**config.mk**
```make
export PLATFORM = sky130hd
export DESIGN_NAME = aes_key_sched
export DESIGN_NICKNAME = d
export VERILOG_FILES = /design/src/aes_pkg.sv /design/src/aes_key_sched.sv
export SDC_FILE = /design/constraint.sdc
export NUM_CORES = 2
export LEC_CHECK = 0
export BUFFER_PORTS_ARGS = -buffer_cell sky130_fd_sc_hd__buf_2
export CAP_MARGIN = 40
export CORE_ASPECT_RATIO = 1.2
export CORE_MARGIN = 4
export CORE_UTILIZATION = 35
export CTS_CLUSTER_SIZE = 16
export DETAILED_ROUTE_END_ITERATION = 8
export PLACE_DENSITY = 0.5
export SLEW_MARGIN = 5
export SYNTH_ARGS = -nofsm -noshare
export SYNTH_HDL_FRONTEND = slang
export SYNTH_SLANG_ARGS = --single-unit
```
**constraint.sdc**
```tcl
create_clock -name i_clk -period 13.5 [get_ports i_clk]
set_input_delay 1.35 -clock i_clk [delete_from_list [all_inputs] [get_ports i_clk]]
set_output_delay 1.35 -clock i_clk [all_outputs]
set_load 0.02 [all_outputs]
```
**src/aes_pkg.sv**
```systemverilog
// AES-128 package: payload structs, S-box tables, GF(2^8) helpers.
// Used by every module of the cipher unit; depends on nothing.
package aes_pkg;

    localparam int RoundCount = 10;
    localparam int KeyEntries = RoundCount + 1;
    localparam int QueueDepth = 2;

    localparam logic [7:0] Rcon1  = 8'h01;
    localparam logic [7:0] Poly   = 8'h1b;

    localparam logic CfgKeyHigh = 1'b0;
    localparam logic CfgKeyLow  = 1'b1;

    typedef struct packed {
        logic        operation;
        logic [63:0] block_high;
        logic [63:0] block_low;
    } t_in_item;

    typedef struct packed {
        logic [63:0] result_high;
        logic [63:0] result_low;
    } t_out_item;

    typedef enum logic [1:0] {
        ST_IDLE,
        ST_RUN,
        ST_DONE
    } t_core_state;

    typedef enum logic [1:0] {
        KS_IDLE,
        KS_RUN
    } t_ks_state;

    typedef struct packed {
        logic       busy;
        logic [3:0] index;
    } t_ks_status;

    function automatic logic [7:0] sbox(input logic [7:0] x);
        logic [7:0] t [256];
        t = '{
        8'h63,8'h7C,8'h77,8'h7B,8'hF2,8'h6B,8'h6F,8'hC5,8'h30,8'h01,8'h67,8'h2B,8'hFE,8'hD7,8'hAB,8'h76,
        8'hCA,8'h82,8'hC9,8'h7D,8'hFA,8'h59,8'h47,8'hF0,8'hAD,8'hD4,8'hA2,8'hAF,8'h9C,8'hA4,8'h72,8'hC0,
        8'hB7,8'hFD,8'h93,8'h26,8'h36,8'h3F,8'hF7,8'hCC,8'h34,8'hA5,8'hE5,8'hF1,8'h71,8'hD8,8'h31,8'h15,
        8'h04,8'hC7,8'h23,8'hC3,8'h18,8'h96,8'h05,8'h9A,8'h07,8'h12,8'h80,8'hE2,8'hEB,8'h27,8'hB2,8'h75,
        8'h09,8'h83,8'h2C,8'h1A,8'h1B,8'h6E,8'h5A,8'hA0,8'h52,8'h3B,8'hD6,8'hB3,8'h29,8'hE3,8'h2F,8'h84,
        8'h53,8'hD1,8'h00,8'hED,8'h20,8'hFC,8'hB1,8'h5B,8'h6A,8'hCB,8'hBE,8'h39,8'h4A,8'h4C,8'h58,8'hCF,
        8'hD0,8'hEF,8'hAA,8'hFB,8'h43,8'h4D,8'h33,8'h85,8'h45,8'hF9,8'h02,8'h7F,8'h50,8'h3C,8'h9F,8'hA8,
        8'h51,8'hA3,8'h40,8'h8F,8'h92,8'h9D,8'h38,8'hF5,8'hBC,8'hB6,8'hDA,8'h21,8'h10,8'hFF,8'hF3,8'hD2,
        8'hCD,8'h0C,8'h13,8'hEC,8'h5F,8'h97,8'h44,8'h17,8'hC4,8'hA7,8'h7E,8'h3D,8'h64,8'h5D,8'h19,8'h73,
        8'h60,8'h81,8'h4F,8'hDC,8'h22,8'h2A,8'h90,8'h88,8'h46,8'hEE,8'hB8,8'h14,8'hDE,8'h5E,8'h0B,8'hDB,
        8'hE0,8'h32,8'h3A,8'h0A,8'h49,8'h06,8'h24,8'h5C,8'hC2,8'hD3,8'hAC,8'h62,8'h91,8'h95,8'hE4,8'h79,
        8'hE7,8'hC8,8'h37,8'h6D,8'h8D,8'hD5,8'h4E,8'hA9,8'h6C,8'h56,8'hF4,8'hEA,8'h65,8'h7A,8'hAE,8'h08,
        8'hBA,8'h78,8'h25,8'h2E,8'h1C,8'hA6,8'hB4,8'hC6,8'hE8,8'hDD,8'h74,8'h1F,8'h4B,8'hBD,8'h8B,8'h8A,
        8'h70,8'h3E,8'hB5,8'h66,8'h48,8'h03,8'hF6,8'h0E,8'h61,8'h35,8'h57,8'hB9,8'h86,8'hC1,8'h1D,8'h9E,
        8'hE1,8'hF8,8'h98,8'h11,8'h69,8'hD9,8'h8E,8'h94,8'h9B,8'h1E,8'h87,8'hE9,8'hCE,8'h55,8'h28,8'hDF,
        8'h8C,8'hA1,8'h89,8'h0D,8'hBF,8'hE6,8'h42,8'h68,8'h41,8'h99,8'h2D,8'h0F,8'hB0,8'h54,8'hBB,8'h16};
        return t[x];
    endfunction

    function automatic logic [7:0] inv_sbox(input logic [7:0] x);
        logic [7:0] t [256];
        t = '{
        8'h52,8'h09,8'h6A,8'hD5,8'h30,8'h36,8'hA5,8'h38,8'hBF,8'h40,8'hA3,8'h9E,8'h81,8'hF3,8'hD7,8'hFB,
        8'h7C,8'hE3,8'h39,8'h82,8'h9B,8'h2F,8'hFF,8'h87,8'h34,8'h8E,8'h43,8'h44,8'hC4,8'hDE,8'hE9,8'hCB,
        8'h54,8'h7B,8'h94,8'h32,8'hA6,8'hC2,8'h23,8'h3D,8'hEE,8'h4C,8'h95,8'h0B,8'h42,8'hFA,8'hC3,8'h4E,
        8'h08,8'h2E,8'hA1,8'h66,8'h28,8'hD9,8'h24,8'hB2,8'h76,8'h5B,8'hA2,8'h49,8'h6D,8'h8B,8'hD1,8'h25,
        8'h72,8'hF8,8'hF6,8'h64,8'h86,8'h68,8'h98,8'h16,8'hD4,8'hA4,8'h5C,8'hCC,8'h5D,8'h65,8'hB6,8'h92,
        8'h6C,8'h70,8'h48,8'h50,8'hFD,8'hED,8'hB9,8'hDA,8'h5E,8'h15,8'h46,8'h57,8'hA7,8'h8D,8'h9D,8'h84,
        8'h90,8'hD8,8'hAB,8'h00,8'h8C,8'hBC,8'hD3,8'h0A,8'hF7,8'hE4,8'h58,8'h05,8'hB8,8'hB3,8'h45,8'h06,
        8'hD0,8'h2C,8'h1E,8'h8F,8'hCA,8'h3F,8'h0F,8'h02,8'hC1,8'hAF,8'hBD,8'h03,8'h01,8'h13,8'h8A,8'h6B,
        8'h3A,8'h91,8'h11,8'h41,8'h4F,8'h67,8'hDC,8'hEA,8'h97,8'hF2,8'hCF,8'hCE,8'hF0,8'hB4,8'hE6,8'h73,
        8'h96,8'hAC,8'h74,8'h22,8'hE7,8'hAD,8'h35,8'h85,8'hE2,8'hF9,8'h37,8'hE8,8'h1C,8'h75,8'hDF,8'h6E,
        8'h47,8'hF1,8'h1A,8'h71,8'h1D,8'h29,8'hC5,8'h89,8'h6F,8'hB7,8'h62,8'h0E,8'hAA,8'h18,8'hBE,8'h1B,
        8'hFC,8'h56,8'h3E,8'h4B,8'hC6,8'hD2,8'h79,8'h20,8'h9A,8'hDB,8'hC0,8'hFE,8'h78,8'hCD,8'h5A,8'hF4,
        8'h1F,8'hDD,8'hA8,8'h33,8'h88,8'h07,8'hC7,8'h31,8'hB1,8'h12,8'h10,8'h59,8'h27,8'h80,8'hEC,8'h5F,
        8'h60,8'h51,8'h7F,8'hA9,8'h19,8'hB5,8'h4A,8'h0D,8'h2D,8'hE5,8'h7A,8'h9F,8'h93,8'hC9,8'h9C,8'hEF,
        8'hA0,8'hE0,8'h3B,8'h4D,8'hAE,8'h2A,8'hF5,8'hB0,8'hC8,8'hEB,8'hBB,8'h3C,8'h83,8'h53,8'h99,8'h61,
        8'h17,8'h2B,8'h04,8'h7E,8'hBA,8'h77,8'hD6,8'h26,8'hE1,8'h69,8'h14,8'h63,8'h55,8'h21,8'h0C,8'h7D};
        return t[x];
    endfunction

    function automatic logic [7:0] xtime(input logic [7:0] x);
        return {x[6:0], 1'b0} ^ (x[7] ? Poly : 8'h00);
    endfunction

    // byte i of a 128-bit word sits at bits 127-8i .. 120-8i
    function automatic logic [127:0] sub_shift(input logic [127:0] s);
        logic [127:0] o;
        for (int c = 0; c < 4; c++)
            for (int r = 0; r < 4; r++)
                o[127-8*(4*c+r) -: 8] = sbox(s[127-8*(4*((c+r)%4)+r) -: 8]);
        return o;
    endfunction

    function automatic logic [127:0] inv_shift_sub(input logic [127:0] s);
        logic [127:0] o;
        for (int c = 0; c < 4; c++)
            for (int r = 0; r < 4; r++)
                o[127-8*(4*c+r) -: 8] = inv_sbox(s[127-8*(4*((c+4-r)%4)+r) -: 8]);
        return o;
    endfunction

    function automatic logic [127:0] mix_cols(input logic [127:0] s);
        logic [127:0] o;
        logic [7:0] a0, a1, a2, a3;
        for (int c = 0; c < 4; c++) begin
            a0 = s[127-32*c -: 8];
            a1 = s[119-32*c -: 8];
            a2 = s[111-32*c -: 8];
            a3 = s[103-32*c -: 8];
            o[127-32*c -: 8] = xtime(a0) ^ xtime(a1) ^ a1 ^ a2 ^ a3;
            o[119-32*c -: 8] = a0 ^ xtime(a1) ^ xtime(a2) ^ a2 ^ a3;
            o[111-32*c -: 8] = a0 ^ a1 ^ xtime(a2) ^ xtime(a3) ^ a3;
            o[103-32*c -: 8] = xtime(a0) ^ a0 ^ a1 ^ a2 ^ xtime(a3);
        end
        return o;
    endfunction

    // inverse = forward mix after a {05,00,04,00}-style pre-step
    function automatic logic [127:0] inv_mix_cols(input logic [127:0] s);
        logic [127:0] p;
        logic [7:0] a0, a1, a2, a3, u, v;
        for (int c = 0; c < 4; c++) begin
            a0 = s[127-32*c -: 8];
            a1 = s[119-32*c -: 8];
            a2 = s[111-32*c -: 8];
            a3 = s[103-32*c -: 8];
            u = xtime(xtime(a0 ^ a2));
            v = xtime(xtime(a1 ^ a3));
            p[127-32*c -: 8] = a0 ^ u;
            p[119-32*c -: 8] = a1 ^ v;
            p[111-32*c -: 8] = a2 ^ u;
            p[103-32*c -: 8] = a3 ^ v;
        end
        return mix_cols(p);
    endfunction

endpackage

```
**src/aes_key_sched.sv**
```systemverilog
// AES key schedule: expands the key registers into the round key store,
// one round key per cycle. Depends on aes_pkg.
module aes_key_sched (
    input  logic                 i_clk,
    input  logic                 i_rst_n,
    input  logic                 i_start,
    input  logic [127:0]         i_key,
    input  logic [3:0]           i_rd_index,
    output logic [127:0]         o_rd_key,
    output aes_pkg::t_ks_status  o_status
);

    logic [127:0] r_store [aes_pkg::KeyEntries];
    aes_pkg::t_ks_state r_state, n_state;
    logic [3:0]   r_index, n_index;
    logic [127:0] r_word, n_word;
    logic [7:0]   r_rcon, n_rcon;
    logic         w_we;
    logic [127:0] w_next;
    logic [31:0]  w_t;

    always_comb begin
        w_t = {aes_pkg::sbox(r_word[23:16]), aes_pkg::sbox(r_word[15:8]),
               aes_pkg::sbox(r_word[7:0]), aes_pkg::sbox(r_word[31:24])};
        w_t[31:24] = w_t[31:24] ^ r_rcon;
        w_next[127:96] = r_word[127:96] ^ w_t;
        w_next[95:64]  = r_word[95:64] ^ w_next[127:96];
        w_next[63:32]  = r_word[63:32] ^ w_next[95:64];
        w_next[31:0]   = r_word[31:0] ^ w_next[63:32];
    end

    always_comb begin
        n_state = r_state;
        case (r_state)
            aes_pkg::KS_IDLE: if (i_start) n_state = aes_pkg::KS_RUN;
            aes_pkg::KS_RUN:  if (!i_start && r_index == 4'(aes_pkg::RoundCount))
                n_state = aes_pkg::KS_IDLE;
            default: n_state = aes_pkg::KS_IDLE;
        endcase
    end

    always_comb begin
        n_index = r_index;
        n_word  = r_word;
        n_rcon  = r_rcon;
        w_we    = 1'b0;
        if (i_start) begin
            n_index = 4'd0;
            n_word  = i_key;
            n_rcon  = aes_pkg::Rcon1;
            w_we    = 1'b1;
        end else if (r_state == aes_pkg::KS_RUN && r_index != 4'(aes_pkg::RoundCount)) begin
            n_index = r_index + 4'd1;
            n_word  = w_next;
            n_rcon  = aes_pkg::xtime(r_rcon);
            w_we    = 1'b1;
        end
    end

    always_ff @(posedge i_clk) begin
        if (!i_rst_n) begin
            r_state <= aes_pkg::KS_RUN;
            r_index <= 4'd0;
            r_word  <= '0;
            r_rcon  <= aes_pkg::Rcon1;
        end else begin
            r_state <= n_state;
            r_index <= n_index;
            r_word  <= n_word;
            r_rcon  <= n_rcon;
        end
    end

    // store written in step with the running word; reset loads the zero key
    always_ff @(posedge i_clk) begin
        if (!i_rst_n) r_store[0] <= '0;
        else if (w_we) r_store[n_index] <= n_word;
    end

    assign o_rd_key = r_store[i_rd_index];
    assign o_status = '{busy: (r_state == aes_pkg::KS_RUN) || i_start, index: r_index};

endmodule

```
==> results.md <==
Route:
- The number of detailed-routing iterations run before antenna repair is 8.
- The routed design uses 130.0 mm of met2 wire.
- The met3 wirelength from detailed routing is 17.98 mm.
- The number of remaining DRC errors is 0.
- The total number of vias is 51470.
- The per-cell routed wire length is 31.45 um.
- The top layer used by detailed routing is met5.
- For this block, the initial DRC count from the detailed router was 5746.
- The routed length on met1 is 114.8 mm.
- The total wire length after detailed routing is 273.1 mm.
- In this run the remaining antenna-violating nets after routing total 0.
- Dividing the detail-routed via count by the number of cells gives 5.929.

Finish:
- Relative to the synthesized area, the layout overhead comes to 12.92%.
- The post-route cell area is 87250 um^2.
- The filler cells instantiated in the layout total 20600.
- Measured on the finished design, the core utilization comes to 39.80%.
- After the last flow step, the layout net total stands at 5795.
- The fraction of layout instances using a drive strength above 1 is 25.24%.

Worst setup path:
- The start of the worst register-to-register path is r_word[25]$_SDFF_PN0_.
- For this design, the slowest cell found on the critical path is dfxtp_2.
- The start-to-end type of the worst setup path is flip-flop to flip-flop.
- The most critical setup path has its startpoint at r_word[25]$_SDFF_PN0_.
- Along the worst path, the maximum fanout reaches 42.
- The arrival time reported for the critical path endpoint is 6.96 ns.
- By instance count, the cell type seen most on the critical path is mux2i_1.
- The slack of the worst reg-to-reg path is 7.00 ns.
- The signal on the critical path passes through inv_1 -> ha_1 -> buf_16 -> nand2b_1 -> a21o_1 -> a22o_1 -> mux4_2 -> mux2i_1 -> nor4_2 -> xor2_1 -> mux2i_1 -> mux2i_1.
- For the worst setup path, the data required time is 13.95 ns.
- The worst register-to-register path ends at r_store[9][0]$_DFFE_PP_.
- The number of cells on the worst reg-to-reg path is 12.
- The worst setup path is captured at a flip-flop.
- On the worst path, the slowest cell contributes a delay of 0.91 ns.
- The startpoint type of the worst setup path is a flip-flop.

Yosys:
- After synthesis the netlist holds a flip-flop and latch count of 1549.
- Counting flops with a built-in enable in the synthesized netlist gives 1408.
- Summing the sequential cell areas from Yosys gives 58.38% of the chip area.
- The number of distinct library cells after synthesis is 114.
- The average instance area after synthesis is 14.15 um^2.
- When the netlist entered floorplanning its net count stood at 5657.
- The cell area that synthesis handed to floorplanning was 77260 um^2.
- The count of mapped cells out of synthesis is 5460.
- In the synthesized netlist the dominant register cell turns out to be edfxtp_1.
- Of the total synthesized cell area, the portion taken by XOR and XNOR cells is 2.473%.
- The share of cell area taken by muxes after synthesis is 16.27%.
- The main combinational cell family by area after synthesis is multiplexers.
- The simple-gate share of the synthesized area is 8.419%.
- The complex-gate fraction of the synthesized area is 10.15%.
- The number of warnings reported in the yosys synthesis log is 0.
- The adder-cell share of the synthesized area is 1.004%.
- The share of synthesized registers carrying an async set or reset is 0%.

STA:
- The maximum frequency from static timing analysis is 153.8 MHz.
- The post-layout minimum cycle time is 6.504 ns.
- The setup TNS is 0 ns.
- The number of hold violations in the final report is 0.
- Headroom to the max-slew limit came out at 27.95%.
- The final critical path takes up 48.18% of the cycle.
- The setup skew after layout is 0.04537 ns.
- For the pin with the worst max-slew slack, the measured transition is 1.081 ns.
- The number of slew-limit violations in the final report was 0.
- Setup violations remaining at the end of the flow were counted as 0.
- Setup repair after global routing left no endpoint under its margin.

Floorplan:
- The row count is 188.
- 268 I/O pins were placed.
- The overall die height is 522.7 um.
- The die outline area is 228400 um^2.
- The area of the core region is 219200 um^2.
- Once the floorplan was initialized, standard cells occupied 35.24% of the core.
- The horizontal die dimension is 436.9 um.

Clocking:
- At the later pin of the worst-skew pair, clock insertion delay measures 0.80 ns.
- TritonCTS built the clock tree.
- After clock tree synthesis, the repair step resized 0 gates.
- The clock passes through at most 3 buffers.
- After clock tree synthesis, the setup repair step added 0 buffers.
- In this run, CTS created clock tree buffers numbering 154.
- Buffers inserted to repair hold after CTS numbered 0.
- The clock drives 1549 sinks.
- The cell at the root of the clock tree is clkbuf_16.
- The clock slew seen by the registers of the worst setup and hold paths is 0.06 ns.
- The CTS H-tree depth is 4.

Global route:
- After global routing the overflow that remains totals 0.
- The number of antenna violations at the first check in global routing is 52.
- The maximum number of pins on one net before global-route repair is 104.
- The first global-routing pass estimated 388.7 mm of wire.
- The total track usage is 23.37%.
- The number of global-route vias before repair is 50220.

Hold path:
- The hold-critical path depth is 2.
- The end point of the worst hold path is r_word[47]$_SDFF_PN0_.
- In this run the most critical hold path is launched from r_word[47]$_SDFF_PN0_.
- In this run the worst hold path is classified as flip-flop to flip-flop.

Pwr:
- The analysis attributes to cell leakage a power of 29.19 nW.
- VDD sags by at most 0.0001630 V.
- The power per cell area is 224.4 nW/um^2.

Placement:
- After legalization and detailed placement, the total HPWL measured 178.2 mm.
- In this run the cell area measured after placement is 82380 um^2.
- The weighted congestion at the end of routability-driven global placement is 0.9646.
- During placement, the flow inserted port buffers numbering 267.

Run:
- The number of max-capacitance violations reported is 0.

Status:
- The run finished with clean final reports.
[routing by layer]
layer | GRT usage, % | vias to the layer above
met2 | 38.01 | 2269
met3 | 3.497 | 471
met1 | 32.11 | 26800
met4 | 7.959 | 6
met5 | 0 | -
li1 | - | 21930
[sequential cells by signal (all words and copies together), names as in the netlist]
| signal | cells |
|---|---|
| r_word | 128 |
| r_state | 1 |
| r_index | 4 |
| r_rcon | 8 |
| r_store | 1408 |
[power breakdown]
| part | total (mW) | switching (mW) | internal, mW | leakage [nW] |
|---|---|---|---|---|
| registers | 6.60 | 0.365 | 6.24 | 14.3 |
| clock network | 4.14 | 1.86 | 2.28 | 2.36 |
| logic | 8.83 | 5.69 | 3.14 | 12.5 |
[cells by family after synthesis]
group / count (synthesis)
xor+xnor: 186
compound gates: 1133
flops: 1549
fa+ha+maj: 62
simple gates: 1286
mux: 676
buf+inv: 568
[cell type report]
| type | count | area, um^2 | share of cell area [%] |
|---|---|---|---|
| diodes | 17 | 42.54 | 0.04876 |
| clock buffers | 183 | 4060 | 4.654 |
| clock inverters | 95 | 744.5 | 0.8533 |
| inverters | 63 | 244.0 | 0.2797 |
| multi-input cells | 3343 | 29790 | 34.14 |
| flip-flops and latches | 1549 | 45140 | 51.74 |
| well taps | 2945 | 3685 | 4.223 |
| repair buffers | 487 | 3543 | 4.061 |
[placed cells by master, fill, tap and decap left out, drive strengths merged, types with 97 or more instances in the layout]
master     n
o21ai    243
buf      486
edfxtp  1408
mux2     155
nor3      97
xnor2    122
nor2     292
clkbuf   184
nand3    135
mux4     448
nand2    294
dfxtp    141
nand2b   104
a21oi    233
[worst max-delay path by stage]
stage	cells past startpoint	to	slack, ns
finish	12	r_store[9][0]$_DFFE_PP_	7.00
global route	12	r_store[8][0]$_DFFE_PP_	6.72
CTS	12	r_store[9][0]$_DFFE_PP_	7.04
detailed placement	12	r_store[0][0]$_DFFE_PP_	7.08
global placement	11	r_store[8][0]$_DFFE_PP_	6.87
floorplan	7	r_store[3][0]$_DFFE_PP_	5.08
[synthesized netlist by cell type, drive strengths merged, types with 29 or more instances]
| cell | count | share of area [%] |
|---|---|---|
| mux2 | 155 | 2.3 |
| inv | 53 | 0.26 |
| nor2b | 83 | 0.67 |
| a31oi | 69 | 0.56 |
| o211ai | 53 | 0.51 |
| xor2 | 46 | 0.53 |
| o311ai | 29 | 0.33 |
| nand2b | 104 | 0.85 |
| o21ai | 243 | 1.6 |
| and2 | 50 | 0.41 |
| mux2i | 73 | 0.95 |
| clkbuf | 258 | 1.3 |
| xnor2 | 122 | 1.4 |
| a21oi | 233 | 1.5 |
| edfxtp | 1408 | 55 |
| mux4 | 448 | 13 |
| a22oi | 30 | 0.31 |
| nand2 | 294 | 1.4 |
| or2 | 34 | 0.28 |
| dfxtp | 141 | 3.7 |
| buf | 247 | 1.8 |
| a311oi | 46 | 0.52 |
| nor3 | 97 | 0.64 |
| or3 | 47 | 0.38 |
| nand3 | 135 | 0.87 |
| a211oi | 70 | 0.68 |
| nor2 | 292 | 1.4 |
| ha | 62 | 1.0 |
| o31ai | 36 | 0.35 |
[stage by stage]
stage / instances / setup slack [ns] / power (mW) / hold slack [ns]
floorplan: 5460 / 5.077 / 12.23 / 0.4478
global placement: 8328 / 6.874 / 15.24 / 0.4576
detailed placement: 8385 / 7.085 / 15.38 / 0.4620
CTS: 8663 / 7.036 / 19.56 / 0.4709
global route: 8672 / 6.721 / 20.42 / 0.4868
finish: 8682 / 6.996 / 19.58 / 0.4716
[critical path, delay by kind of cell, from the launching register on]
family | cells | cell delay [ns]
flops | 1 | 0.91
compound gates | 2 | 0.45
simple gates | 2 | 0.74
mux | 4 | 2.20
buf+inv | 2 | 0.74
fa+ha+maj | 1 | 0.61
xor+xnor | 1 | 0.49
No activity file was read; power rests on OpenSTA's default activity.
