File: src/aes_pkg.sv
// AES-128 package: payload structs, S-box tables, GF(2^8) helpers.
// Used by every module of the cipher unit; depends on nothing.
package aes_pkg;

    localparam int RoundCount = 10;
    localparam int KeyEntries = RoundCount + 1;
    localparam int QueueDepth = 2;

    localparam logic [7:0] Rcon1  = 8'h01;
    localparam logic [7:0] Poly   = 8'h1b;

    localparam logic CfgKeyHigh = 1'b0;
    localparam logic CfgKeyLow  = 1'b1;

    typedef struct packed {
        logic        operation;
        logic [63:0] block_high;
        logic [63:0] block_low;
    } t_in_item;

    typedef struct packed {
        logic [63:0] result_high;
        logic [63:0] result_low;
    } t_out_item;

    typedef enum logic [1:0] {
        ST_IDLE,
        ST_RUN,
        ST_DONE
    } t_core_state;

    typedef enum logic [1:0] {
        KS_IDLE,
        KS_RUN
    } t_ks_state;

    typedef struct packed {
        logic       busy;
        logic [3:0] index;
    } t_ks_status;

    function automatic logic [7:0] sbox(input logic [7:0] x);
        logic [7:0] t [256];
        t = '{
        8'h63,8'h7C,8'h77,8'h7B,8'hF2,8'h6B,8'h6F,8'hC5,8'h30,8'h01,8'h67,8'h2B,8'hFE,8'hD7,8'hAB,8'h76,
        8'hCA,8'h82,8'hC9,8'h7D,8'hFA,8'h59,8'h47,8'hF0,8'hAD,8'hD4,8'hA2,8'hAF,8'h9C,8'hA4,8'h72,8'hC0,
        8'hB7,8'hFD,8'h93,8'h26,8'h36,8'h3F,8'hF7,8'hCC,8'h34,8'hA5,8'hE5,8'hF1,8'h71,8'hD8,8'h31,8'h15,
        8'h04,8'hC7,8'h23,8'hC3,8'h18,8'h96,8'h05,8'h9A,8'h07,8'h12,8'h80,8'hE2,8'hEB,8'h27,8'hB2,8'h75,
        8'h09,8'h83,8'h2C,8'h1A,8'h1B,8'h6E,8'h5A,8'hA0,8'h52,8'h3B,8'hD6,8'hB3,8'h29,8'hE3,8'h2F,8'h84,
        8'h53,8'hD1,8'h00,8'hED,8'h20,8'hFC,8'hB1,8'h5B,8'h6A,8'hCB,8'hBE,8'h39,8'h4A,8'h4C,8'h58,8'hCF,
        8'hD0,8'hEF,8'hAA,8'hFB,8'h43,8'h4D,8'h33,8'h85,8'h45,8'hF9,8'h02,8'h7F,8'h50,8'h3C,8'h9F,8'hA8,
        8'h51,8'hA3,8'h40,8'h8F,8'h92,8'h9D,8'h38,8'hF5,8'hBC,8'hB6,8'hDA,8'h21,8'h10,8'hFF,8'hF3,8'hD2,
        8'hCD,8'h0C,8'h13,8'hEC,8'h5F,8'h97,8'h44,8'h17,8'hC4,8'hA7,8'h7E,8'h3D,8'h64,8'h5D,8'h19,8'h73,
        8'h60,8'h81,8'h4F,8'hDC,8'h22,8'h2A,8'h90,8'h88,8'h46,8'hEE,8'hB8,8'h14,8'hDE,8'h5E,8'h0B,8'hDB,
        8'hE0,8'h32,8'h3A,8'h0A,8'h49,8'h06,8'h24,8'h5C,8'hC2,8'hD3,8'hAC,8'h62,8'h91,8'h95,8'hE4,8'h79,
        8'hE7,8'hC8,8'h37,8'h6D,8'h8D,8'hD5,8'h4E,8'hA9,8'h6C,8'h56,8'hF4,8'hEA,8'h65,8'h7A,8'hAE,8'h08,
        8'hBA,8'h78,8'h25,8'h2E,8'h1C,8'hA6,8'hB4,8'hC6,8'hE8,8'hDD,8'h74,8'h1F,8'h4B,8'hBD,8'h8B,8'h8A,
        8'h70,8'h3E,8'hB5,8'h66,8'h48,8'h03,8'hF6,8'h0E,8'h61,8'h35,8'h57,8'hB9,8'h86,8'hC1,8'h1D,8'h9E,
        8'hE1,8'hF8,8'h98,8'h11,8'h69,8'hD9,8'h8E,8'h94,8'h9B,8'h1E,8'h87,8'hE9,8'hCE,8'h55,8'h28,8'hDF,
        8'h8C,8'hA1,8'h89,8'h0D,8'hBF,8'hE6,8'h42,8'h68,8'h41,8'h99,8'h2D,8'h0F,8'hB0,8'h54,8'hBB,8'h16};
        return t[x];
    endfunction

    function automatic logic [7:0] inv_sbox(input logic [7:0] x);
        logic [7:0] t [256];
        t = '{
        8'h52,8'h09,8'h6A,8'hD5,8'h30,8'h36,8'hA5,8'h38,8'hBF,8'h40,8'hA3,8'h9E,8'h81,8'hF3,8'hD7,8'hFB,
        8'h7C,8'hE3,8'h39,8'h82,8'h9B,8'h2F,8'hFF,8'h87,8'h34,8'h8E,8'h43,8'h44,8'hC4,8'hDE,8'hE9,8'hCB,
        8'h54,8'h7B,8'h94,8'h32,8'hA6,8'hC2,8'h23,8'h3D,8'hEE,8'h4C,8'h95,8'h0B,8'h42,8'hFA,8'hC3,8'h4E,
        8'h08,8'h2E,8'hA1,8'h66,8'h28,8'hD9,8'h24,8'hB2,8'h76,8'h5B,8'hA2,8'h49,8'h6D,8'h8B,8'hD1,8'h25,
        8'h72,8'hF8,8'hF6,8'h64,8'h86,8'h68,8'h98,8'h16,8'hD4,8'hA4,8'h5C,8'hCC,8'h5D,8'h65,8'hB6,8'h92,
        8'h6C,8'h70,8'h48,8'h50,8'hFD,8'hED,8'hB9,8'hDA,8'h5E,8'h15,8'h46,8'h57,8'hA7,8'h8D,8'h9D,8'h84,
        8'h90,8'hD8,8'hAB,8'h00,8'h8C,8'hBC,8'hD3,8'h0A,8'hF7,8'hE4,8'h58,8'h05,8'hB8,8'hB3,8'h45,8'h06,
        8'hD0,8'h2C,8'h1E,8'h8F,8'hCA,8'h3F,8'h0F,8'h02,8'hC1,8'hAF,8'hBD,8'h03,8'h01,8'h13,8'h8A,8'h6B,
        8'h3A,8'h91,8'h11,8'h41,8'h4F,8'h67,8'hDC,8'hEA,8'h97,8'hF2,8'hCF,8'hCE,8'hF0,8'hB4,8'hE6,8'h73,
        8'h96,8'hAC,8'h74,8'h22,8'hE7,8'hAD,8'h35,8'h85,8'hE2,8'hF9,8'h37,8'hE8,8'h1C,8'h75,8'hDF,8'h6E,
        8'h47,8'hF1,8'h1A,8'h71,8'h1D,8'h29,8'hC5,8'h89,8'h6F,8'hB7,8'h62,8'h0E,8'hAA,8'h18,8'hBE,8'h1B,
        8'hFC,8'h56,8'h3E,8'h4B,8'hC6,8'hD2,8'h79,8'h20,8'h9A,8'hDB,8'hC0,8'hFE,8'h78,8'hCD,8'h5A,8'hF4,
        8'h1F,8'hDD,8'hA8,8'h33,8'h88,8'h07,8'hC7,8'h31,8'hB1,8'h12,8'h10,8'h59,8'h27,8'h80,8'hEC,8'h5F,
        8'h60,8'h51,8'h7F,8'hA9,8'h19,8'hB5,8'h4A,8'h0D,8'h2D,8'hE5,8'h7A,8'h9F,8'h93,8'hC9,8'h9C,8'hEF,
        8'hA0,8'hE0,8'h3B,8'h4D,8'hAE,8'h2A,8'hF5,8'hB0,8'hC8,8'hEB,8'hBB,8'h3C,8'h83,8'h53,8'h99,8'h61,
        8'h17,8'h2B,8'h04,8'h7E,8'hBA,8'h77,8'hD6,8'h26,8'hE1,8'h69,8'h14,8'h63,8'h55,8'h21,8'h0C,8'h7D};
        return t[x];
    endfunction

    function automatic logic [7:0] xtime(input logic [7:0] x);
        return {x[6:0], 1'b0} ^ (x[7] ? Poly : 8'h00);
    endfunction

    // byte i of a 128-bit word sits at bits 127-8i .. 120-8i
    function automatic logic [127:0] sub_shift(input logic [127:0] s);
        logic [127:0] o;
        for (int c = 0; c < 4; c++)
            for (int r = 0; r < 4; r++)
                o[127-8*(4*c+r) -: 8] = sbox(s[127-8*(4*((c+r)%4)+r) -: 8]);
        return o;
    endfunction

    function automatic logic [127:0] inv_shift_sub(input logic [127:0] s);
        logic [127:0] o;
        for (int c = 0; c < 4; c++)
            for (int r = 0; r < 4; r++)
                o[127-8*(4*c+r) -: 8] = inv_sbox(s[127-8*(4*((c+4-r)%4)+r) -: 8]);
        return o;
    endfunction

    function automatic logic [127:0] mix_cols(input logic [127:0] s);
        logic [127:0] o;
        logic [7:0] a0, a1, a2, a3;
        for (int c = 0; c < 4; c++) begin
            a0 = s[127-32*c -: 8];
            a1 = s[119-32*c -: 8];
            a2 = s[111-32*c -: 8];
            a3 = s[103-32*c -: 8];
            o[127-32*c -: 8] = xtime(a0) ^ xtime(a1) ^ a1 ^ a2 ^ a3;
            o[119-32*c -: 8] = a0 ^ xtime(a1) ^ xtime(a2) ^ a2 ^ a3;
            o[111-32*c -: 8] = a0 ^ a1 ^ xtime(a2) ^ xtime(a3) ^ a3;
            o[103-32*c -: 8] = xtime(a0) ^ a0 ^ a1 ^ a2 ^ xtime(a3);
        end
        return o;
    endfunction

    // inverse = forward mix after a {05,00,04,00}-style pre-step
    function automatic logic [127:0] inv_mix_cols(input logic [127:0] s);
        logic [127:0] p;
        logic [7:0] a0, a1, a2, a3, u, v;
        for (int c = 0; c < 4; c++) begin
            a0 = s[127-32*c -: 8];
            a1 = s[119-32*c -: 8];
            a2 = s[111-32*c -: 8];
            a3 = s[103-32*c -: 8];
            u = xtime(xtime(a0 ^ a2));
            v = xtime(xtime(a1 ^ a3));
            p[127-32*c -: 8] = a0 ^ u;
            p[119-32*c -: 8] = a1 ^ v;
            p[111-32*c -: 8] = a2 ^ u;
            p[103-32*c -: 8] = a3 ^ v;
        end
        return mix_cols(p);
    endfunction

endpackage

File: src/aes_front.sv
// Front end: accepts input beats into a two-entry queue.
// Depends on aes_pkg.
module aes_front (
    input  logic              i_clk,
    input  logic              i_rst_n,
    input  logic              i_valid,
    output logic              o_stall,
    input  aes_pkg::t_in_item i_item,
    output logic              o_valid,
    input  logic              i_take,
    output aes_pkg::t_in_item o_item
);

    aes_pkg::t_in_item r_q [aes_pkg::QueueDepth];
    logic r_wp, r_rp;
    logic [1:0] r_cnt;
    logic w_push, w_pop;

    assign o_stall = (r_cnt == 2'(aes_pkg::QueueDepth));
    assign w_push  = i_valid && !o_stall;
    assign o_valid = (r_cnt != 2'd0);
    assign w_pop   = o_valid && i_take;
    assign o_item  = r_q[r_rp];

    always_ff @(posedge i_clk) begin
        if (!i_rst_n) begin
            r_wp  <= 1'b0;
            r_rp  <= 1'b0;
            r_cnt <= 2'd0;
        end else begin
            if (w_push) r_wp <= ~r_wp;
            if (w_pop)  r_rp <= ~r_rp;
            r_cnt <= r_cnt + 2'(w_push) - 2'(w_pop);
        end
    end

    always_ff @(posedge i_clk) begin
        if (w_push) r_q[r_wp] <= i_item;
    end

endmodule

File: config.mk
export PLATFORM = sky130hd
export DESIGN_NAME = aes_front
export DESIGN_NICKNAME = d
export VERILOG_FILES = /design/src/aes_pkg.sv /design/src/aes_front.sv
export SDC_FILE = /design/constraint.sdc
export NUM_CORES = 1
export LEC_CHECK = 0
export ABC_AREA = 1
export BUFFER_PORTS_ARGS = -buffer_cell sky130_fd_sc_hd__buf_2
export CAP_MARGIN = 30
export CORE_MARGIN = 1.5
export CORE_UTILIZATION = 35
export DETAILED_ROUTE_END_ITERATION = 8
export GPL_TIMING_DRIVEN = 0
export SYNTH_ARGS = -nofsm -noshare
export SYNTH_HDL_FRONTEND = slang
export SYNTH_SLANG_ARGS = --single-unit
File: constraint.sdc
create_clock -name i_clk -period 9.35 [get_ports i_clk]
set_input_delay 1.87 -clock i_clk [delete_from_list [all_inputs] [get_ports i_clk]]
set_output_delay 1.87 -clock i_clk [all_outputs]
set_load 0.02 [all_outputs]
==> results.sh, run 1 <==
export IMPL_swShare_pct=28.8
export IMPL_rsz0062_at_grt="no"
export IMPL_design_area_um2=12400
export IMPL_antenna_found_initial=3
export IMPL_ir_worst_vdd_v=0.000143
export IMPL_fin_crit_ns=3.71
export IMPL_synth_seq_area_share_pct=81.8
export IMPL_yosysTopAreaCell="edfxtp_1"
export IMPL_htree_num_levels=1
export IMPL_path_cells="buf_6 -> buf_6 -> mux2_2 -> buf_2"
export IMPL_start_util_pct=35.6
export IMPL_port_buffers=263
export IMPL_cp_buffers_inverters=3
export IMPL_crit_cells=4
export IMPL_drc_errors=0
export IMPL_cts_root_buf="clkbuf_16"
export IMPL_outcome="finished, final reports clean"
export IMPL_cp_top_family="buffers and inverters"
export IMPL_critPathCaptureType="output port"
export IMPL_drive_gt1_share_pct=59.8
export IMPL_ys_types=11
export IMPL_clock_fmax_mhz=269
export IMPL_p_sw_mw=1.01
export IMPL_share_comb_of_total_power_pct=26.0
export IMPL_layout_common_cells="buf_2 (264), edfxtp_1 (258), mux2_2 (129)"
export IMPL_vias_per_cell=4.51
export IMPL_hp_class="flop to flop"
export IMPL_numCtsBuffers=28
export IMPL_arrival_ns=1.84
export IMPL_post_route_period_util_pct=39.7
export IMPL_synthMuxAreaShare_pct=15.1
export IMPL_r2r_start="r_cnt[0]"
export IMPL_slowest_delay_ns=0.37
export IMPL_power_density_nw_per_um2=283
export IMPL_clk_pin_slew_ns=0.06
export IMPL_post_cts_setup_buffers=0
export IMPL_synth_top_family_by_area="multiplexers"
export IMPL_numClockSinks=263
export IMPL_p_total_mw=3.52
export IMPL_postCtsHoldBufs=0
export IMPL_slowest_stage="dfxtp_1"
export IMPL_grt_pass1_wl_mm=27.7
export IMPL_final_util_pct=46.0
export IMPL_drt_total_wl_mm=18.8
export IMPL_required_ns=7.48
export IMPL_ant_nets=0
export IMPL_synth_xor_area_share_pct=0
export IMPL_r2r_slack_ns=7.19
export IMPL_grt_pass1_vias=5030
export IMPL_seqPwrFrac_pct=43.3
export IMPL_drt_pass1_iterations=4
export IMPL_io_pins=264
export IMPL_syn_cell_area_um2=9600
export IMPL_worstMarginPinSlew_ns=0.593
export IMPL_avgRoutedWirePerCell_um=17.1
export IMPL_place_area_um2=11500
export IMPL_rows=60
export IMPL_synth_seq_cells=263
export IMPL_via_count=4978
export IMPL_skew_ns=0.00856
export IMPL_synth_cells=438
export IMPL_slew_headroom_pct=60.3
export IMPL_synth_top_cell_area_share_pct=80.7
export IMPL_final_common_cell="buf_2"
export IMPL_report_final_slew_viol_count=0
export IMPL_place_hpwl_mm=12.6
export IMPL_tns_ns=0
export IMPL_r2r_end="r_q[0][108]"
export IMPL_r2r_cells=7
export IMPL_start_kind="flop"
export IMPL_p_int_mw=2.50
export IMPL_fp_dieArea_um2=28400
export IMPL_maxCapViolations=0
export IMPL_yosys_area_share_adder_pct=0.261
export IMPL_dieWidth_um=169
export IMPL_clkPwrFrac_pct=30.7
export IMPL_synth_compound_area_share_pct=0.104
export IMPL_gp_congestion=0.689
export IMPL_yosys_warnings=0
export IMPL_p_leak_nw=4.66
export IMPL_endpoint="o_item[93]"
export IMPL_insertion_delay_ns=0.53
export IMPL_die_y_um=169
export IMPL_nFillCells=2353
export IMPL_path_common_cell="buf_6"
export IMPL_areaGrowthSynthToFinish_pct=29.3
export IMPL_core_um2=27000
export IMPL_synth_nets=573
export IMPL_hold_viol=0
export IMPL_clockBufferDepth=3
export IMPL_cts_tree="yes"
export IMPL_path_class="flop to output port"
export IMPL_cts_repair_resized=0
export IMPL_path_max_fanout=10
export IMPL_setup_viol=0
export IMPL_postSynthAreaPerCell_um2=21.9
export IMPL_yosys_area_share_simple_pct=0.821
export IMPL_dr_first_iter_drc_count=261
export IMPL_grt_util_all_layers_pct=12.7
export IMPL_ys_top_cells_by_area="edfxtp_1 (81%), mux2_2 (15%), buf_6 (1.5%)"
export IMPL_final_nets=872
export IMPL_grt_max_degree=79
export IMPL_overflow=0
area by class of cell:
| class | count | area (µm²) | share of cell area, % |
|---|---|---|---|
| clock buffer | 34 | 744 | 6.00 |
| timing repair buffer | 269 | 1460 | 11.8 |
| inverter | 8 | 35.0 | 0.282 |
| clock inverter | 18 | 164 | 1.32 |
| buffer | 14 | 151 | 1.22 |
| multi-input combinational | 153 | 1570 | 12.7 |
| tap | 341 | 427 | 3.44 |
| sequential | 263 | 7850 | 63.2 |
| antenna | 3 | 7.51 | 0.0605 |
synth_stat cells (all sizes together):
master  instances
a21oi           2
buf            14
dfxtp           5
edfxtp        258
ha              2
inv             8
mux2          129
nand2           9
nand3           3
nor2            8
cell families (layout without fill, tap and decap cells):
logic type                 count (synthesis)  in the layout
AOI/OAI and AO/OA                          2              2
muxes                                    129            129
other                                      0              3
adders and majority gates                  2              2
DFF                                      263            263
and+or+nand+nor                           20             20
buffers and inverters                     22            343
metrics by stage:
step	setup slack (ns)	hold slack [ns]	instances
floorplan	1.43	0.467	438
global placement	-2.21	0.491	1042
detailed placement	5.71	0.492	1048
CTS	5.57	0.520	1100
global route	5.52	0.552	1103
finish	5.64	0.516	1103
layer usage:
| layer | GRT usage, % | vias up | wire (µm) |
|---|---|---|---|
| met5 | 0 | - | 0 |
| met4 | 5.09 | 0 | 640 |
| met3 | 4.19 | 36 | 1400 |
| met2 | 21.9 | 158 | 9360 |
| met1 | 14.6 | 2456 | 7430 |
| li1 | - | 2328 | - |
worst min-delay path by stage:
stage / depth (start not counted) / slack [ns] / startpoint / end
4_1_cts: 2 / 0.52 / r_rp / flop
3_5_place_dp: 2 / 0.49 / r_rp / flop
2_1_floorplan: 2 / 0.47 / r_rp / flop
6_report: 2 / 0.52 / r_rp / r_rp
5_1_grt: 2 / 0.55 / r_rp / flop
3_3_place_gp: 2 / 0.49 / r_rp / r_rp
worst register-to-register path, stage by stage, from the launching register on:
cell	delay, ns
dfxtp_1	0.35
inv_1	0.06
nand2_1	0.11
nand2_1	0.13
nor2_4	0.49
buf_16	0.24
buf_12	0.22
buf_12	0.23
power by group through the flow:
stage                     clock (mW)  combinational (mW)  sequential, mW
final                           1.08               0.914            1.52
after global routing            1.15               0.978            1.54
after CTS                       1.11               0.934            1.52
after detailed placement           0               0.931            1.55
after global placement             0               0.891            1.60
after floorplan                    0               0.601            1.57
sequential cells by signal, summed over array words and instances (netlist names), named ones only:
name	flops
r_q	258
r_wp	1
r_rp	1
r_cnt	2
Power figures use the tool's default switching activity.
==> run 2: changes to the inputs <==
- clock period: 9.35 -> 3.8 ns (I/O delays scaled with it)
==> results.sh, run 2 (synthesis results as in run 1) <==
export IMPL_outcome="finished, final reports clean"
export IMPL_vias_per_cell=4.47
export IMPL_top_regs="r_q: 258 flops, r_cnt: 2 flops"
export IMPL_drt_total_wl_mm=18.3
export IMPL_final_nets=874
export IMPL_setup_ws_ns=1.20
export IMPL_r2r_slack_ns=1.63
export IMPL_arrival_ns=1.84
export IMPL_drive_gt1_share_pct=59.5
export IMPL_ant_nets=0
export IMPL_worstMarginPinSlew_ns=0.725
export IMPL_place_area_um2=11500
export IMPL_p_leak_nw=4.63
export IMPL_htree_num_levels=1
export IMPL_setup_viol=0
export IMPL_start_kind="flop"
export IMPL_regArea_um2=7850
export IMPL_cts_repair_resized=0
export IMPL_post_cts_setup_buffers=0
export IMPL_layout_common_cells="buf_2 (264), edfxtp_1 (258), mux2_2 (129)"
export IMPL_via_count=4912
export IMPL_overflow=0
export IMPL_place_hpwl_mm=12.6
export IMPL_ir_worst_vdd_v=0.000468
export IMPL_grt_util_all_layers_pct=12.5
export IMPL_dpl_cell_count=1050
export IMPL_drc_errors=0
export IMPL_r2r_start="r_cnt[1]"
export IMPL_dieWidth_um=169
export IMPL_numClockSinks=263
export IMPL_core_um2=27000
export IMPL_dp_slack_ns=1.17
export IMPL_maxCapViolations=0
export IMPL_power_density_nw_per_um2=687
export IMPL_instances_no_fill=1100
export IMPL_path_class="flop to output port"
export IMPL_slew_headroom_pct=51.6
export IMPL_whs_path_depth=1
export IMPL_cts_root_buf="clkbuf_16"
export IMPL_grt_pass1_vias=5091
export IMPL_insertion_delay_ns=0.52
export IMPL_path_max_fanout=10
export IMPL_required_ns=3.04
export IMPL_post_route_period_util_pct=68.5
export IMPL_start_util_pct=35.6
export IMPL_avgRoutedWirePerCell_um=16.7
export IMPL_numCtsBuffers=28
export IMPL_rows=60
export IMPL_regMostFlops="r_q"
export IMPL_hp_class="input port to flop"
export IMPL_postCtsHoldBufs=0
export IMPL_areaGrowthSynthToFinish_pct=29.0
export IMPL_antenna_found_initial=3
export IMPL_dr_first_iter_drc_count=236
export IMPL_grt_max_degree=38
export IMPL_multi_input_area_um2=1570
export IMPL_r2r_end="r_q[1][21]"
export IMPL_rsz0062_at_grt="no"
export IMPL_nFillCells=2379
export IMPL_tns_ns=0
export IMPL_final_common_cell="buf_2"
export IMPL_clk_pin_slew_ns=0.06
export IMPL_die_y_um=169
export IMPL_critPathCaptureType="output port"
export IMPL_skew_ns=0.00467
export IMPL_hold_viol=0
export IMPL_clock_fmax_mhz=384
export IMPL_clockBufferDepth=3
export IMPL_r2r_cells=5
export IMPL_drt_pass1_iterations=4
export IMPL_design_area_um2=12400
export IMPL_fp_dieArea_um2=28400
export IMPL_largest_reg_flops=258
export IMPL_fin_crit_ns=2.60
export IMPL_port_buffers=263
export IMPL_io_pins=264
export IMPL_worstHoldEndpoint="r_q[1][104]"
export IMPL_gp_congestion=0.729
export IMPL_final_util_pct=45.9
export IMPL_grt_pass1_wl_mm=27.6
export IMPL_hold_start="i_item[104]"
export IMPL_report_final_slew_viol_count=0
export IMPL_cts_tree="yes"
==> run 2: how the worst max path moves through the flow <==
stage                        from           to  slack (ns)
after global placement    i_valid   r_q[1][87]       -0.83
final                        flop   o_item[68]        1.20
after detailed placement  i_valid   r_q[1][87]        1.17
after floorplan           i_valid    r_q[1][0]        0.61
after global routing         flop   o_item[68]        1.10
after CTS                    flop  o_item[111]        1.14
==> run 2: per-stage QoR <==
stage	hold slack [ns]	power (mW)
2_1_floorplan	0.467	5.30
3_5_place_dp	0.499	6.10
4_1_cts	0.388	8.65
5_1_grt	0.388	8.90
6_report	0.422	8.50
3_3_place_gp	0.489	6.05
==> run 2: worst max-delay path: stages (launching register included) <==
cell and delay [ns]:
dfxtp_1 0.37, buf_6 0.22, buf_6 0.20, mux2_2 0.35, buf_2 0.17
==> run 2: layout make-up <==
type	instances	area share, %
Antenna cell	3	0.0607
Clock inverter	12	0.819
Tap cell	341	3.45
Sequential cell	263	63.4
Timing Repair Buffer	271	12.0
Buffer	14	1.22
Clock buffer	35	6.05
Inverter	8	0.273
Multi-Input combinational cell	153	12.7
==> run 2: layer usage <==
| layer | vias up | track usage [%] | share of wire (%) |
|---|---|---|---|
| met1 | 2365 | 15.1 | 41 |
| met5 | - | 0 | 0 |
| met2 | 177 | 21.2 | 49 |
| li1 | 2331 | - | - |
| met4 | 0 | 4.62 | 3.3 |
| met3 | 39 | 4.00 | 7.4 |
==> run 2: where the power goes <==
group	internal, mW	total, mW	switching, mW
Sequential	3.66	3.75	0.0822
Combinational	0.911	2.25	1.34
Clock	1.51	2.51	1.00
